==> config.mk <==
export PLATFORM = sky130hd
export DESIGN_NAME = websocket_client_frame_encoder_flat
export DESIGN_NICKNAME = d
export VERILOG_FILES = /design/src/wscfe_pkg.sv /design/src/wscfe_in_if.sv /design/src/wscfe_out_if.sv /design/src/wscfe_front.sv /design/src/wscfe_queue.sv /design/src/wscfe_back.sv /design/src/websocket_client_frame_encoder.sv /design/src/flat_wrapper.sv
export SDC_FILE = /design/constraint.sdc
export NUM_CORES = 1
export LEC_CHECK = 0
export BUFFER_PORTS_ARGS = -buffer_cell sky130_fd_sc_hd__buf_4
export CAP_MARGIN = 20
export CORE_MARGIN = 2
export CORE_UTILIZATION = 25
export CTS_BUF_LIST = sky130_fd_sc_hd__clkbuf_8
export CTS_CLUSTER_DIAMETER = 40
export DETAILED_ROUTE_END_ITERATION = 8
export PLACE_DENSITY_LB_ADDON = 0.25
export SLEW_MARGIN = 20
export SYNTH_ARGS = -nofsm -noshare
export SYNTH_HDL_FRONTEND = slang
export SYNTH_HIERARCHICAL = 1
export SYNTH_SLANG_ARGS = --single-unit
==> constraint.sdc <==
create_clock -name clk -period 5.4 [get_ports clk]
set_input_delay 0.27 -clock clk [delete_from_list [all_inputs] [get_ports clk]]
set_output_delay 0.27 -clock clk [all_outputs]
set_load 0.01 [all_outputs]
==> src/wscfe_pkg.sv <==
// shared types and constants for the websocket client frame encoder
package wscfe_pkg;

  localparam int unsigned LEN_W         = 63;
  localparam int unsigned KEY_W         = 32;
  localparam int unsigned HDR_IDX_W     = 4;

  localparam logic [7:0]       HDR_FIN_TEXT = 8'h81;
  localparam logic [7:0]       MASK_BIT     = 8'h80;
  localparam logic [6:0]       LEN_CODE_16  = 7'd126;
  localparam logic [6:0]       LEN_CODE_64  = 7'd127;
  localparam logic [LEN_W-1:0] SHORT_MAX    = 63'd125;
  localparam logic [LEN_W-1:0] MID_MAX      = 63'd65535;

  // position of the first mask key byte for each length class
  localparam logic [HDR_IDX_W-1:0] KEY_POS_SHORT = 4'd2;
  localparam logic [HDR_IDX_W-1:0] KEY_POS_MID   = 4'd4;
  localparam logic [HDR_IDX_W-1:0] KEY_POS_LONG  = 4'd10;

  typedef enum logic {
    REQ_START = 1'b0,
    REQ_DATA  = 1'b1
  } req_t;

  typedef enum logic {
    CMD_HEADER = 1'b0,
    CMD_DATA   = 1'b1
  } cmd_kind_t;

  typedef enum logic [1:0] {
    LEN_SHORT = 2'd0,
    LEN_MID   = 2'd1,
    LEN_LONG  = 2'd2
  } len_class_t;

  typedef struct packed {
    cmd_kind_t        kind;
    logic             err;
    logic             fend;
    len_class_t       lcls;
    logic [LEN_W-1:0] len;
    logic [KEY_W-1:0] key;
    logic [7:0]       dbyte;
  } cmd_t;

  typedef struct packed {
    logic full;
    logic empty;
  } q_stat_t;

endpackage

==> src/wscfe_in_if.sv <==
// request channel: frame starts and payload bytes
interface wscfe_in_if;
  logic        valid;
  logic        ready;
  logic        req_type;
  logic [62:0] payload_length;
  logic [31:0] mask_key;
  logic [7:0]  data_byte;

  modport source (output valid, req_type, payload_length, mask_key, data_byte, input ready);
  modport sink   (input valid, req_type, payload_length, mask_key, data_byte, output ready);
endinterface

==> src/wscfe_out_if.sv <==
// frame byte channel
interface wscfe_out_if;
  logic       valid;
  logic       ready;
  logic [7:0] out_byte;
  logic       is_header;
  logic       run_last;
  logic       frame_end;
  logic       error;

  modport source (output valid, out_byte, is_header, run_last, frame_end, error, input ready);
  modport sink   (input valid, out_byte, is_header, run_last, frame_end, error, output ready);
endinterface

==> src/wscfe_front.sv <==
// front end: accepts requests, tracks the open frame and issues byte commands
module wscfe_front (
  input  logic                 clk,
  input  logic                 rst_n,
  wscfe_in_if.sink             in_ch,
  input  wscfe_pkg::q_stat_t   q_stat,
  output logic                 push,
  output wscfe_pkg::cmd_t      cmd
);

  logic [wscfe_pkg::LEN_W-1:0] rem_r, rem_nxt, rem_dec;
  logic [wscfe_pkg::KEY_W-1:0] key_r, key_nxt;
  logic [1:0]                  phase_r, phase_nxt;
  logic                        open_r, open_nxt;
  logic                        accept;
  logic [7:0]                  kbyte;

  assign in_ch.ready = !q_stat.full;
  assign accept      = in_ch.valid && in_ch.ready;
  assign rem_dec     = rem_r - 63'd1;
  assign kbyte       = key_r[{~phase_r, 3'b000} +: 8];

  always_comb begin
    rem_nxt   = rem_r;
    key_nxt   = key_r;
    phase_nxt = phase_r;
    open_nxt  = open_r;
    push      = 1'b0;
    cmd       = '0;
    cmd.kind  = wscfe_pkg::CMD_DATA;
    cmd.lcls  = wscfe_pkg::LEN_SHORT;
    if (accept) begin
      push = 1'b1;
      if (in_ch.req_type == wscfe_pkg::REQ_START) begin
        cmd.kind = wscfe_pkg::CMD_HEADER;
        cmd.len  = in_ch.payload_length;
        cmd.key  = in_ch.mask_key;
        cmd.fend = (in_ch.payload_length == '0);
        if (in_ch.payload_length <= wscfe_pkg::SHORT_MAX) begin
          cmd.lcls = wscfe_pkg::LEN_SHORT;
        end else if (in_ch.payload_length <= wscfe_pkg::MID_MAX) begin
          cmd.lcls = wscfe_pkg::LEN_MID;
        end else begin
          cmd.lcls = wscfe_pkg::LEN_LONG;
        end
        key_nxt   = in_ch.mask_key;
        phase_nxt = 2'd0;
        rem_nxt   = in_ch.payload_length;
        open_nxt  = (in_ch.payload_length != '0);
      end else if (!open_r) begin
        cmd.err = 1'b1;
      end else begin
        cmd.dbyte = in_ch.data_byte ^ kbyte;
        cmd.fend  = (rem_dec == '0);
        rem_nxt   = rem_dec;
        phase_nxt = phase_r + 2'd1;
        if (rem_dec == '0) begin
          open_nxt = 1'b0;
        end
      end
    end
  end

  always_ff @(posedge clk) begin
    if (!rst_n) begin
      rem_r   <= '0;
      key_r   <= '0;
      phase_r <= '0;
      open_r  <= 1'b0;
    end else begin
      rem_r   <= rem_nxt;
      key_r   <= key_nxt;
      phase_r <= phase_nxt;
      open_r  <= open_nxt;
    end
  end

endmodule

==> src/wscfe_queue.sv <==
// command queue between front and back end
module wscfe_queue #(
  parameter int unsigned DEPTH = 4
) (
  input  logic               clk,
  input  logic               rst_n,
  input  logic               push,
  input  wscfe_pkg::cmd_t    wr_cmd,
  input  logic               pop,
  output wscfe_pkg::cmd_t    rd_cmd,
  output wscfe_pkg::q_stat_t q_stat
);

  localparam int unsigned PTR_W = (DEPTH > 1) ? $clog2(DEPTH) : 1;
  localparam int unsigned CNT_W = $clog2(DEPTH + 1);

  wscfe_pkg::cmd_t   mem_r [DEPTH];
  logic [PTR_W-1:0]  wr_ptr_r, rd_ptr_r;
  logic [CNT_W-1:0]  cnt_r;
  logic              do_push, do_pop;

  assign q_stat.full  = (cnt_r == CNT_W'(DEPTH));
  assign q_stat.empty = (cnt_r == '0);
  assign do_push      = push && !q_stat.full;
  assign do_pop       = pop && !q_stat.empty;
  assign rd_cmd       = mem_r[rd_ptr_r];

  always_ff @(posedge clk) begin
    if (do_push) begin
      mem_r[wr_ptr_r] <= wr_cmd;
    end
  end

  always_ff @(posedge clk) begin
    if (!rst_n) begin
      wr_ptr_r <= '0;
      rd_ptr_r <= '0;
      cnt_r    <= '0;
    end else begin
      if (do_push) begin
        wr_ptr_r <= (wr_ptr_r == PTR_W'(DEPTH - 1)) ? '0 : wr_ptr_r + PTR_W'(1);
      end
      if (do_pop) begin
        rd_ptr_r <= (rd_ptr_r == PTR_W'(DEPTH - 1)) ? '0 : rd_ptr_r + PTR_W'(1);
      end
      if (do_push && !do_pop) begin
        cnt_r <= cnt_r + CNT_W'(1);
      end else if (do_pop && !do_push) begin
        cnt_r <= cnt_r - CNT_W'(1);
      end
    end
  end

endmodule

==> src/wscfe_back.sv <==
// back end: expands commands into frame bytes and holds the output word
module wscfe_back (
  input  logic               clk,
  input  logic               rst_n,
  input  wscfe_pkg::cmd_t    cmd,
  input  wscfe_pkg::q_stat_t q_stat,
  output logic               pop,
  wscfe_out_if.source        out_ch
);

  logic [wscfe_pkg::HDR_IDX_W-1:0] idx_r, idx_nxt, key_pos;
  logic                            ov_r;
  logic [7:0]                      byte_r, byte_c;
  logic                            hdr_r, last_r, fend_r, err_r;
  logic                            hdr_c, last_c, fend_c, err_c;
  logic                            emit, hlast;
  logic [2:0]                      lsel;
  logic [1:0]                      ksel;
  logic [63:0]                     len64;
  logic [7:0]                      code_byte;

  assign emit  = !q_stat.empty && (!ov_r || out_ch.ready);
  assign len64 = {1'b0, cmd.len};
  assign hlast = (idx_r == key_pos + 4'd3);
  assign lsel  = 3'(key_pos - 4'd1 - idx_r);
  assign ksel  = 2'(idx_r - key_pos);

  always_comb begin
    unique case (cmd.lcls)
      wscfe_pkg::LEN_SHORT: begin
        key_pos   = wscfe_pkg::KEY_POS_SHORT;
        code_byte = wscfe_pkg::MASK_BIT | {1'b0, cmd.len[6:0]};
      end
      wscfe_pkg::LEN_MID: begin
        key_pos   = wscfe_pkg::KEY_POS_MID;
        code_byte = wscfe_pkg::MASK_BIT | {1'b0, wscfe_pkg::LEN_CODE_16};
      end
      wscfe_pkg::LEN_LONG: begin
        key_pos   = wscfe_pkg::KEY_POS_LONG;
        code_byte = wscfe_pkg::MASK_BIT | {1'b0, wscfe_pkg::LEN_CODE_64};
      end
      default: begin
        key_pos   = wscfe_pkg::KEY_POS_SHORT;
        code_byte = wscfe_pkg::MASK_BIT;
      end
    endcase
  end

  always_comb begin
    byte_c  = cmd.dbyte;
    hdr_c   = 1'b0;
    last_c  = 1'b1;
    fend_c  = cmd.fend;
    err_c   = cmd.err;
    pop     = 1'b0;
    idx_nxt = idx_r;
    if (cmd.kind == wscfe_pkg::CMD_HEADER) begin
      hdr_c  = 1'b1;
      last_c = hlast;
      fend_c = cmd.fend && hlast;
      err_c  = 1'b0;
      if (idx_r == 4'd0) begin
        byte_c = wscfe_pkg::HDR_FIN_TEXT;
      end else if (idx_r == 4'd1) begin
        byte_c = code_byte;
      end else if (idx_r < key_pos) begin
        byte_c = len64[{lsel, 3'b000} +: 8];
      end else begin
        byte_c = cmd.key[{~ksel, 3'b000} +: 8];
      end
      if (emit) begin
        pop     = hlast;
        idx_nxt = hlast ? '0 : idx_r + 4'd1;
      end
    end else begin
      pop = emit;
    end
  end

  always_ff @(posedge clk) begin
    if (!rst_n) begin
      ov_r  <= 1'b0;
      idx_r <= '0;
    end else begin
      idx_r <= idx_nxt;
      if (emit) begin
        ov_r <= 1'b1;
      end else if (out_ch.ready) begin
        ov_r <= 1'b0;
      end
    end
  end

  always_ff @(posedge clk) begin
    if (emit) begin
      byte_r <= byte_c;
      hdr_r  <= hdr_c;
      last_r <= last_c;
      fend_r <= fend_c;
      err_r  <= err_c;
    end
  end

  assign out_ch.valid     = ov_r;
  assign out_ch.out_byte  = byte_r;
  assign out_ch.is_header = hdr_r;
  assign out_ch.run_last  = last_r;
  assign out_ch.frame_end = fend_r;
  assign out_ch.error     = err_r;

  // header walk only runs on a queued header command
  a_idx_hdr: assert property (@(posedge clk) disable iff (!rst_n)
    (idx_r != '0) |-> (!q_stat.empty && cmd.kind == wscfe_pkg::CMD_HEADER))
    else $error("header index set without header command");

  // header walk stays inside the current header
  a_idx_rng: assert property (@(posedge clk) disable iff (!rst_n)
    (idx_r != '0) |-> (idx_r <= key_pos + 4'd3))
    else $error("header index past header end");

  // error words are lone non-header words
  a_err_word: assert property (@(posedge clk) disable iff (!rst_n)
    (ov_r && err_r) |-> (!hdr_r && last_r && !fend_r && byte_r == 8'd0))
    else $error("malformed error word");

  // payload words always close their request
  a_data_last: assert property (@(posedge clk) disable iff (!rst_n)
    (ov_r && !hdr_r) |-> last_r)
    else $error("payload word without run_last");

endmodule

==> src/websocket_client_frame_encoder.sv <==
// top level of the masked websocket client frame encoder
// usage:
//   in_ch carries requests: req_type 0 starts a text frame with payload_length
//   and mask_key, req_type 1 supplies one unmasked data_byte of the open frame.
//   out_ch carries frame bytes: a start gives 0x81, the length byte with the
//   mask bit, the 16 or 64 bit big-endian extended length when needed, then
//   the four key bytes (6, 8 or 14 words). a payload byte gives one masked
//   word; the frame's final byte has frame_end set. a payload byte with no
//   open frame gives one error word and is dropped.
// timing:
//   a request passes the command queue and then the output word register.
//   payload bytes stream at one word per cycle while out_ch is ready; a start
//   gives header words in order via the back end's single header byte walker.
//   the front end keeps accepting until the command queue is full.
// reset clears the frame state, the queue and the output valid flag.
// when the receiver stalls the output word holds, the queue fills and then
// in_ch.ready drops.
module websocket_client_frame_encoder #(
  parameter int unsigned QUEUE_DEPTH = 4
) (
  input  logic         clk,
  input  logic         rst_n,
  wscfe_in_if.sink     in_ch,
  wscfe_out_if.source  out_ch
);

  wscfe_pkg::cmd_t    wr_cmd, rd_cmd;
  wscfe_pkg::q_stat_t q_stat;
  logic               push, pop;

  wscfe_front u_front (
    .clk    (clk),
    .rst_n  (rst_n),
    .in_ch  (in_ch),
    .q_stat (q_stat),
    .push   (push),
    .cmd    (wr_cmd)
  );

  wscfe_queue #(
    .DEPTH (QUEUE_DEPTH)
  ) u_queue (
    .clk    (clk),
    .rst_n  (rst_n),
    .push   (push),
    .wr_cmd (wr_cmd),
    .pop    (pop),
    .rd_cmd (rd_cmd),
    .q_stat (q_stat)
  );

  wscfe_back u_back (
    .clk    (clk),
    .rst_n  (rst_n),
    .cmd    (rd_cmd),
    .q_stat (q_stat),
    .pop    (pop),
    .out_ch (out_ch)
  );

endmodule
==> src/flat_wrapper.sv <==
// flat-port wrapper written by rule: the top's interface ports become plain ports
module websocket_client_frame_encoder_flat 
#(
  parameter int unsigned QUEUE_DEPTH = 4
)
  (clk, rst_n, in_ch_valid, in_ch_req_type, in_ch_payload_length, in_ch_mask_key, in_ch_data_byte, in_ch_ready, out_ch_valid, out_ch_out_byte, out_ch_is_header, out_ch_run_last, out_ch_frame_end, out_ch_error, out_ch_ready);
  wscfe_in_if in_ch_i ();
  wscfe_out_if out_ch_i ();
  input  logic clk;
  input  logic rst_n;
  input wire logic [$bits(in_ch_i.valid)-1:0] in_ch_valid;
  input wire logic [$bits(in_ch_i.req_type)-1:0] in_ch_req_type;
  input wire logic [$bits(in_ch_i.payload_length)-1:0] in_ch_payload_length;
  input wire logic [$bits(in_ch_i.mask_key)-1:0] in_ch_mask_key;
  input wire logic [$bits(in_ch_i.data_byte)-1:0] in_ch_data_byte;
  output wire logic [$bits(in_ch_i.ready)-1:0] in_ch_ready;
  output wire logic [$bits(out_ch_i.valid)-1:0] out_ch_valid;
  output wire logic [$bits(out_ch_i.out_byte)-1:0] out_ch_out_byte;
  output wire logic [$bits(out_ch_i.is_header)-1:0] out_ch_is_header;
  output wire logic [$bits(out_ch_i.run_last)-1:0] out_ch_run_last;
  output wire logic [$bits(out_ch_i.frame_end)-1:0] out_ch_frame_end;
  output wire logic [$bits(out_ch_i.error)-1:0] out_ch_error;
  input wire logic [$bits(out_ch_i.ready)-1:0] out_ch_ready;
  assign in_ch_i.valid = in_ch_valid;
  assign in_ch_i.req_type = in_ch_req_type;
  assign in_ch_i.payload_length = in_ch_payload_length;
  assign in_ch_i.mask_key = in_ch_mask_key;
  assign in_ch_i.data_byte = in_ch_data_byte;
  assign in_ch_ready = in_ch_i.ready;
  assign out_ch_valid = out_ch_i.valid;
  assign out_ch_out_byte = out_ch_i.out_byte;
  assign out_ch_is_header = out_ch_i.is_header;
  assign out_ch_run_last = out_ch_i.run_last;
  assign out_ch_frame_end = out_ch_i.frame_end;
  assign out_ch_error = out_ch_i.error;
  assign out_ch_i.ready = out_ch_ready;
  websocket_client_frame_encoder #(.QUEUE_DEPTH(QUEUE_DEPTH)) u_core (.clk(clk), .rst_n(rst_n), .in_ch(in_ch_i), .out_ch(out_ch_i));
endmodule
==> key figures, run 1 <==
Synthesis
  – Total nets after synthesis: 1900
  – Post-Syn Area per Cell: between 10 and 15 µm²
  – Share of synthesized area occupied by flip-flops and latches: 62.2%
  – Number of flops mapped to enable cells by yosys: around 440
  – Yosys warning total: 6
  – Count of distinct cell types in the synthesized netlist: 68
  – Netlist area before placement: 25000 µm²
  – Number of storage elements in the synthesis netlist: 556
  – Gate count of the mapped netlist: 1771
  – Async SR Flop Fraction: 0%
  – Leading register cell type out of synthesis: sky130_fd_sc_hd__edfxtp_1

Floorplan
  – Die span in y: ~320 µm
  – Core Box Area: roughly 100000 µm²
  – Initial core utilization: between 20% and 30%
  – Total die area: 103000 µm²
  – Row Count: 116
  – Die X-Extent: around 320 µm
  – Top Ports: 122

CTS
  – Post-CTS clock slew at the launch and capture registers of the worst setup and hold paths: 60 ps
  – Master cell of the clock root buffer: sky130_fd_sc_hd__clkbuf_8
  – Clock network latency to the later pin of the worst-skew pair: roughly 710 ps
  – Number of H-tree branching levels: 3
  – Clock sinks: around 560
  – Max Root-Sink Buffers: 3
  – Setup repair bufs after CTS: 0
  – TritonCTS clock tree: yes
  – Number of buffers added by the clock tree synthesis step: between 100 and 150

Job
  – Count of max-cap constraint violations: 0

Placed design
  – Area after detailed placement: about 27000 µm²
  – Last weighted congestion value of the routability-driven placer: 0.900
  – Post-DP HPWL: just under 50000 µm
  – Count of input and output buffers: 121

Drt
  – Count of vias placed by the detailed router: 16600
  – Total wirelength of the detailed-routed design: approximately 76000 µm
  – Routed length per placed instance: between 20 and 25 µm
  – Number of nets with antenna violations after routing: 0
  – DRC violation total after the first TritonRoute iteration: 1325
  – Vias per inst: 4.91
  – DRC violations left: 0
  – Number of optimization iterations in the first detailed-route pass: 6

Pwr
  – Total power divided by cell area: 466 nW/µm²
  – Maximum vdd drop: slightly above 200 µV
  – Reported leakage power: 10.6 nW

Global routing
  – Number of global-route vias before repair: 16800
  – First-pass GRT wire length: 112000 µm
  – Initial antenna violation count: 7
  – Total grt overflow: 0
  – Total Routing Usage GR: approximately 15%
  – Maximum number of pins on one net before global-route repair: 95

Finish
  – Ratio of cells with drive above 1 in the final layout: 22.7%
  – Layout-stage area growth over the synthesis result: 21.4%
  – Layout filler cell count: 9943
  – Fin area: 30400 µm²
  – Final net count: 2125

Critical path
  – Element type at the critical path start: flop
  – Critical path peak fanout: 10
  – WP data arrival: 4940 ps
  – Worst Setup Path Type: flop to flop
  – Endpoint class of the critical path: flop
  – Required time of the worst setup path: ~6000 ps

Timing
  – Post-route minimum period: 4450 ps
  – Final total negative setup slack: 0 ps
  – Tightest hold margin: 78.0 ps
  – Worst Tran Pin Value: roughly 1100 ps
  – Setup repair after global routing missed its margin: no
  – Final hold violation count: 0
  – Max-slew violation total from the final report: 0
  – Worst max-slew margin expressed relative to the limit: between 20% and 30%
  – Setup clock skew after layout: about 32 ps
  – Fmax: roughly 220 MHz
  – Count of final setup violators: 0
  – Ratio of final minimum period to clock period: 82.3%

Min path
  – Class of the tightest hold or removal check: primary input to flop

Run status
  – Status: complete, no violations
[cells by family (layout without fill, tap and decap cells)]
logic type	count (synthesis)	after routing	share of synthesized area (%)
buffers and inverters	158	473	2.72
muxes	153	153	13.1
adders and majority gates	21	21	1.08
AOI/OAI and AO/OA	298	298	7.68
other	0	1	0
DFF	556	556	62.2
and+or+nand+nor	552	552	12.0
xor gates and xnor gates	33	33	1.19
[registers in the layout, summed over array words and instances, names as in the netlist, 2 cells and up, named ones only]
register                       count
u_core/u_front/rem_r              63
u_core/u_queue/mem_r             432
u_core/u_back/out_ch.out_byte      8
u_core/u_queue/rd_ptr_r            2
u_core/u_back/idx_r                4
u_core/u_front/key_r              32
u_core/u_queue/wr_ptr_r            2
u_core/u_queue/cnt_r               3
u_core/u_front/phase_r             2
[cell type report]
class                      instances  area [µm²]  area share (%)
multi-input combinational       1057        8800            29.0
clock inverter                    84         587            1.93
timing repair buffer             236        2060            6.79
tap                             1298        1620            5.34
antenna                            1        2.50         0.00823
inverter                          38         145           0.478
clock buffer                     115        1580            5.21
sequential                       556       15600            51.3
[final timing paths]
kind                                                              start                                 endpoint  slack (ps)  cells after the start
worst max-delay path               u_core/u_front/rem_r[4]$_SDFFE_PN0P_   u_core/u_queue/mem_r[2][105]$_DFFE_PP_         950                      9
worst min-delay path                           in_ch_payload_length[32]    u_core/u_queue/mem_r[3][72]$_DFFE_PP_          80                      2
worst min register to register  u_core/u_queue/wr_ptr_r[1]$_SDFFE_PN0P_  u_core/u_queue/wr_ptr_r[1]$_SDFFE_PN0P_         510                      2
worst max register to register     u_core/u_front/rem_r[4]$_SDFFE_PN0P_   u_core/u_queue/mem_r[2][105]$_DFFE_PP_         950                      9
[layout by cell type (no fill, tap or decap), types with 16 or more instances in the layout]
cell type	count
sky130_fd_sc_hd__edfxtp_1	444
sky130_fd_sc_hd__buf_4	140
sky130_fd_sc_hd__mux4_2	138
sky130_fd_sc_hd__clkbuf_8	115
sky130_fd_sc_hd__dfxtp_1	109
sky130_fd_sc_hd__and3_1	98
sky130_fd_sc_hd__nor2_1	96
sky130_fd_sc_hd__dlygate4sd3_1	91
sky130_fd_sc_hd__nand2_1	77
sky130_fd_sc_hd__a21oi_1	77
sky130_fd_sc_hd__o21ai_0	68
sky130_fd_sc_hd__inv_1	66
sky130_fd_sc_hd__and2_1	59
sky130_fd_sc_hd__nor3_1	51
sky130_fd_sc_hd__o21a_1	39
sky130_fd_sc_hd__nor4_1	35
sky130_fd_sc_hd__nor2b_1	25
sky130_fd_sc_hd__nand3_1	25
sky130_fd_sc_hd__clkinv_1	22
sky130_fd_sc_hd__ha_1	20
sky130_fd_sc_hd__or3_1	20
sky130_fd_sc_hd__o22ai_1	19
sky130_fd_sc_hd__nand4_1	19
sky130_fd_sc_hd__xnor2_1	17
sky130_fd_sc_hd__clkinv_2	16
[synth_stat cells (15+ instances only)]
cell type                  number  area (µm²)
sky130_fd_sc_hd__nand4_1       19         119
sky130_fd_sc_hd__ha_1          20         250
sky130_fd_sc_hd__buf_2         16        80.1
sky130_fd_sc_hd__and2_1        63         394
sky130_fd_sc_hd__nor4_1        35         219
sky130_fd_sc_hd__a31oi_1       15        93.8
sky130_fd_sc_hd__dfxtp_1      112        2240
sky130_fd_sc_hd__o21ai_0       69         345
sky130_fd_sc_hd__or3_1         20         125
sky130_fd_sc_hd__inv_1         38         143
sky130_fd_sc_hd__a21oi_1       78         390
sky130_fd_sc_hd__o22ai_1       19         119
sky130_fd_sc_hd__nand2_1       77         289
sky130_fd_sc_hd__edfxtp_1     444       13300
sky130_fd_sc_hd__xor2_1        15         131
sky130_fd_sc_hd__nor2b_1       25         156
sky130_fd_sc_hd__clkbuf_1      84         315
sky130_fd_sc_hd__mux4_2       138        3110
sky130_fd_sc_hd__nor2_1        97         364
sky130_fd_sc_hd__nand3_1       25         125
sky130_fd_sc_hd__o21a_1        39         293
sky130_fd_sc_hd__nor3_1        51         255
sky130_fd_sc_hd__xnor2_1       17         149
sky130_fd_sc_hd__and3_1        98         613
[report_power, final]
group          switching, W  total, W  internal [W]  leakage [nW]
Combinational       0.00252   0.00429       0.00177          4.24
Clock               0.00183   0.00419       0.00235          1.22
Sequential         0.000287   0.00570       0.00541          5.09
[critical path, cell delays in order, from the launching register on]
cell                      delay (ps)
sky130_fd_sc_hd__dfxtp_1         350
sky130_fd_sc_hd__nor3_1          700
sky130_fd_sc_hd__nand4_1         710
sky130_fd_sc_hd__nor3_1          730
sky130_fd_sc_hd__nand3_1         260
sky130_fd_sc_hd__xnor2_1         210
sky130_fd_sc_hd__nor4_2          180
sky130_fd_sc_hd__nand4_1         160
sky130_fd_sc_hd__or4_1           620
sky130_fd_sc_hd__o22ai_1         310
[per-stage QoR]
stage / setup WS (ps) / utilization, % / power [W] / std cells
floorplan: 937 / - / 0.00856 / 1771
global placement: 1220 / 27.4 / 0.0101 / 3094
detailed placement: 1010 / 27.4 / 0.0101 / 3094
CTS: 1000 / 30.5 / 0.0144 / 3384
global route: 636 / 30.5 / 0.0149 / 3385
finish: 953 / 30.5 / 0.0142 / 3385
[repair_timing]
action,CTS,global route
hold endpoints to repair,364,0
hold buffers,91,0
resized for setup,0,0
[layer usage]
metal / GRT usage [%] / vias up / part of all wire (%)
met5: 0 / - / 0.016
met4: 4.97 / 2 / 3.0
met3: 2.82 / 143 / 5.9
met2: 23.4 / 628 / 46
met1: 20.0 / 8422 / 45
li1: - / 7433 / -
Note: power is estimated with default switching activity, not from simulation.
==> run 2: changes to the inputs <==
==> constraint.sdc (replaced) <==
create_clock -name clk -period 4.5 [get_ports clk]
set_input_delay 0.225 -clock clk [delete_from_list [all_inputs] [get_ports clk]]
set_output_delay 0.225 -clock clk [all_outputs]
set_load 0.01 [all_outputs]
==> run 2 against run 1 <==
Against the previous run:
- die area did not move
- first-iteration DRC count is 12% lower
- worst setup slack got worse by 630 ps
- routed wire length grew 1.6%
- sequential cell count is the same
- largest cell class unchanged
==> key figures, run 2 (synthesis gave the netlist of run 1 again) <==
Run status
  – Status: complete, no violations (unchanged)

Timing
  – Setup clock skew after layout: 58.2 ps (was 32.4 ps)
  – Setup slack of the critical path after layout: 321 ps (was 953 ps)
  – Final total negative setup slack: 0 ps (unchanged)
  – Ratio of final minimum period to clock period: 92.9% (was 82.3%)
  – Fmax: 239 MHz (was 225 MHz)
  – Worst Tran Pin Value: 1080 ps (was 1070 ps)
  – Count of final setup violators: 0 (unchanged)
  – Tightest hold margin: 45.6 ps (was 78.0 ps)
  – Post-route minimum period: 4180 ps (was 4450 ps)
  – Max-slew violation total from the final report: 0 (unchanged)
  – Setup repair after global routing missed its margin: no (unchanged)
  – Worst max-slew margin expressed relative to the limit: 27.2% (was 27.6%)
  – Final hold violation count: 0 (unchanged)

Finish
  – Commonest non-fill, non-tap cells in the layout: sky130_fd_sc_hd__edfxtp_1 (444), sky130_fd_sc_hd__buf_4 (154), sky130_fd_sc_hd__mux4_2 (138), sky130_fd_sc_hd__clkbuf_8 (114), sky130_fd_sc_hd__dfxtp_1 (109) (was sky130_fd_sc_hd__edfxtp_1 (444), sky130_fd_sc_hd__buf_4 (140), sky130_fd_sc_hd__mux4_2 (138), sky130_fd_sc_hd__clkbuf_8 (115), sky130_fd_sc_hd__dfxtp_1 (109))
  – Registers with the most flip-flops: u_core/u_queue/mem_r (432), u_core/u_front/rem_r (63), u_core/u_front/key_r (32) (unchanged)
  – Number of flip-flops in the largest register: 432 (unchanged)
  – Ratio of cells with drive above 1 in the final layout: 23.2% (was 22.7%)
  – Layout filler cell count: 9895 (was 9943)
  – Fin area: 30600 µm² (was 30400 µm²)
  – Final net count: 2145 (was 2125)
  – Largest register by flop count: u_core/u_queue/mem_r (unchanged)
  – Leading cell type in the layout, fill and taps excluded: sky130_fd_sc_hd__edfxtp_1 (unchanged)
  – Non-Filler Instances: 3403 (was 3385)
  – Layout-stage area growth over the synthesis result: 22.4% (was 21.4%)

Global routing
  – Number of global-route vias before repair: 17000 (was 16800)
  – Maximum number of pins on one net before global-route repair: 83 (was 95)
  – Total Routing Usage GR: 14.8% (was 14.7%)
  – Total grt overflow: 0 (unchanged)
  – First-pass GRT wire length: 113000 µm (was 112000 µm)
  – Initial antenna violation count: 10 (was 7)

Drt
  – Routed length per placed instance: 22.6 µm (was 22.3 µm)
  – Vias per inst: 4.90 (was 4.91)
  – Total wirelength of the detailed-routed design: 76800 µm (was 75600 µm)
  – Count of vias placed by the detailed router: 16700 (was 16600)
  – DRC violation total after the first TritonRoute iteration: 1167 (was 1325)
  – Number of optimization iterations in the first detailed-route pass: 5 (was 6)
  – DRC violations left: 0 (unchanged)
  – Number of nets with antenna violations after routing: 0 (unchanged)

Placed design
  – Area after detailed placement: 27500 µm² (was 27300 µm²)
  – Last weighted congestion value of the routability-driven placer: 0.866 (was 0.900)
  – Post-DP HPWL: 50400 µm (was 49200 µm)
  – Worst Setup Slack post-DPL: 378 ps (was 1010 ps)
  – Number of cells after detailed placement: 3110 (was 3094)
  – Count of input and output buffers: 121 (unchanged)

Floorplan
  – Row Count: 116 (unchanged)
  – Top Ports: 122 (unchanged)
  – Die span in y: 320 µm (unchanged)
  – Initial core utilization: 25.1% (unchanged)
  – Total die area: 103000 µm² (unchanged)
  – Core Box Area: 99700 µm² (unchanged)
  – Die X-Extent: 320 µm (unchanged)

CTS
  – Number of buffers added by the clock tree synthesis step: 101 (was 107)
  – CTS-repair resized insts: 0 (unchanged)
  – Max Root-Sink Buffers: 3 (unchanged)
  – Clock sinks: 556 (unchanged)
  – Number of H-tree branching levels: 3 (unchanged)
  – Clock network latency to the later pin of the worst-skew pair: 760 ps (was 710 ps)
  – Post-CTS clock slew at the launch and capture registers of the worst setup and hold paths: 60 ps (about the same)
  – TritonCTS clock tree: yes (unchanged)
  – Master cell of the clock root buffer: sky130_fd_sc_hd__clkbuf_8 (unchanged)

Pwr
  – Total power divided by cell area: 557 nW/µm² (was 466 nW/µm²)
  – Reported leakage power: 10.7 nW (was 10.6 nW)
  – Maximum vdd drop: 370 µV (was 202 µV)

Job
  – Count of max-cap constraint violations: 0 (unchanged)

Critical path
  – CP peak stage delay: 640 ps (was 730 ps)
  – Worst Setup Path Type: flop to flop (unchanged)
  – Endpoint class of the critical path: flop (unchanged)
  – Library cell contributing the largest single delay on the critical path: sky130_fd_sc_hd__nor4_1 (was sky130_fd_sc_hd__nor3_1)
  – Critical path peak fanout: 9 (was 10)
  – Cell occurring most often along the worst timing path: sky130_fd_sc_hd__nand4_1
  – Required time of the worst setup path: 5020 ps (was 5890 ps)
  – WP data arrival: 4700 ps (was 4940 ps)
  – Cell-by-cell listing of the critical path: inv_1 > ha_1 > or3b_1 > nor4_1 > nand2_1 > nor3_1 > nand4_1 > xor2_1 > nand4_1 > or4_1 > o22ai_1 (was nor3_1 > nand4_1 > nor3_1 > nand3_1 > xnor2_1 > nor4_2 > nand4_1 > or4_1 > o22ai_1)
  – Element type at the critical path start: flop (unchanged)

Min path
  – Class of the tightest hold or removal check: primary input to flop (unchanged)
==> run 2: cell types whose count changed in the layout (fill, tap and decap cells not counted), moves of 3 or more <==
| cell | before | now |
|---|---|---|
| sky130_fd_sc_hd__buf_4 | 140 | 154 |
| sky130_fd_sc_hd__dlygate4sd3_1 | 91 | 100 |
| sky130_fd_sc_hd__clkinv_1 | 22 | 16 |
| sky130_fd_sc_hd__clkinv_2 | 16 | 12 |
| sky130_fd_sc_hd__buf_12 | 5 | 8 |
| sky130_fd_sc_hd__inv_12 | 0 | 3 |
==> run 2: routing by layer <==
layer / wire length, µm / vias to the layer above / global-route usage [%]
li1: - / 7460 / -
met4: 1980 / 4 / 5.04
met5: 26 / - / 0
met2: 35500 / 526 / 23.3
met3: 4330 / 131 / 2.69
met1: 34900 / 8570 / 20.5
==> run 2: through the flow <==
| step | power [W] | util (%) |
|---|---|---|
| after floorplan | 0.0103 | - |
| after global placement | 0.0121 | 27.5 |
| after detailed placement | 0.0122 | 27.5 |
| after CTS | 0.0173 | 30.7 |
| after global routing | 0.0179 | 30.7 |
| final | 0.0171 | 30.7 |
==> run 2: worst paths after layout <==
check                                                              from                                       to  slack, ps  depth (start not counted)
worst max-delay path               u_core/u_front/rem_r[0]$_SDFFE_PN0P_   u_core/u_queue/mem_r[1][105]$_DFFE_PP_        320                         11
worst min-delay path                                 in_ch_data_byte[4]     u_core/u_queue/mem_r[2][4]$_DFFE_PP_         50                          3
worst max register to register     u_core/u_front/rem_r[0]$_SDFFE_PN0P_   u_core/u_queue/mem_r[1][105]$_DFFE_PP_        320                         11
worst min register to register  u_core/u_queue/wr_ptr_r[1]$_SDFFE_PN0P_  u_core/u_queue/wr_ptr_r[1]$_SDFFE_PN0P_        500                          2
==> run 2: layout make-up <==
type / count / area, µm² / area share (%)
clock inverter: 76 / 589 / 1.92
multi-input combinational: 1057 / 8800 / 28.7
sequential: 556 / 15600 / 50.9
antenna: 2 / 5.00 / 0.0163
clock buffer: 114 / 1570 / 5.12
tap: 1298 / 1620 / 5.30
timing repair buffer: 262 / 2320 / 7.56
inverter: 38 / 145 / 0.474
==> run 2: report_power, final <==
group / leakage [nW] / total [W] / switching (W) / internal [W]
Clock: 1.21 / 0.00502 / 0.00229 / 0.00272
Combinational: 4.38 / 0.00518 / 0.00299 / 0.00219
Sequential: 5.09 / 0.00687 / 0.000381 / 0.00648
==> run 2: what timing repair did <==
item,4_1_cts,5_1_grt
hold buffers,100,0
setup endpoints to repair,0,4
buffers inserted,0,1
endpoints found under the hold margin,446,0
==> run 2: worst max-delay path, delay by kind of cell (launching register included) <==
kind / cells / cell delay, ps
AOI/OAI and AO/OA: 1 / 300
xor gates and xnor gates: 1 / 230
adders and majority gates: 1 / 240
buffers and inverters: 1 / 90
DFF: 1 / 390
and+or+nand+nor: 7 / 2700
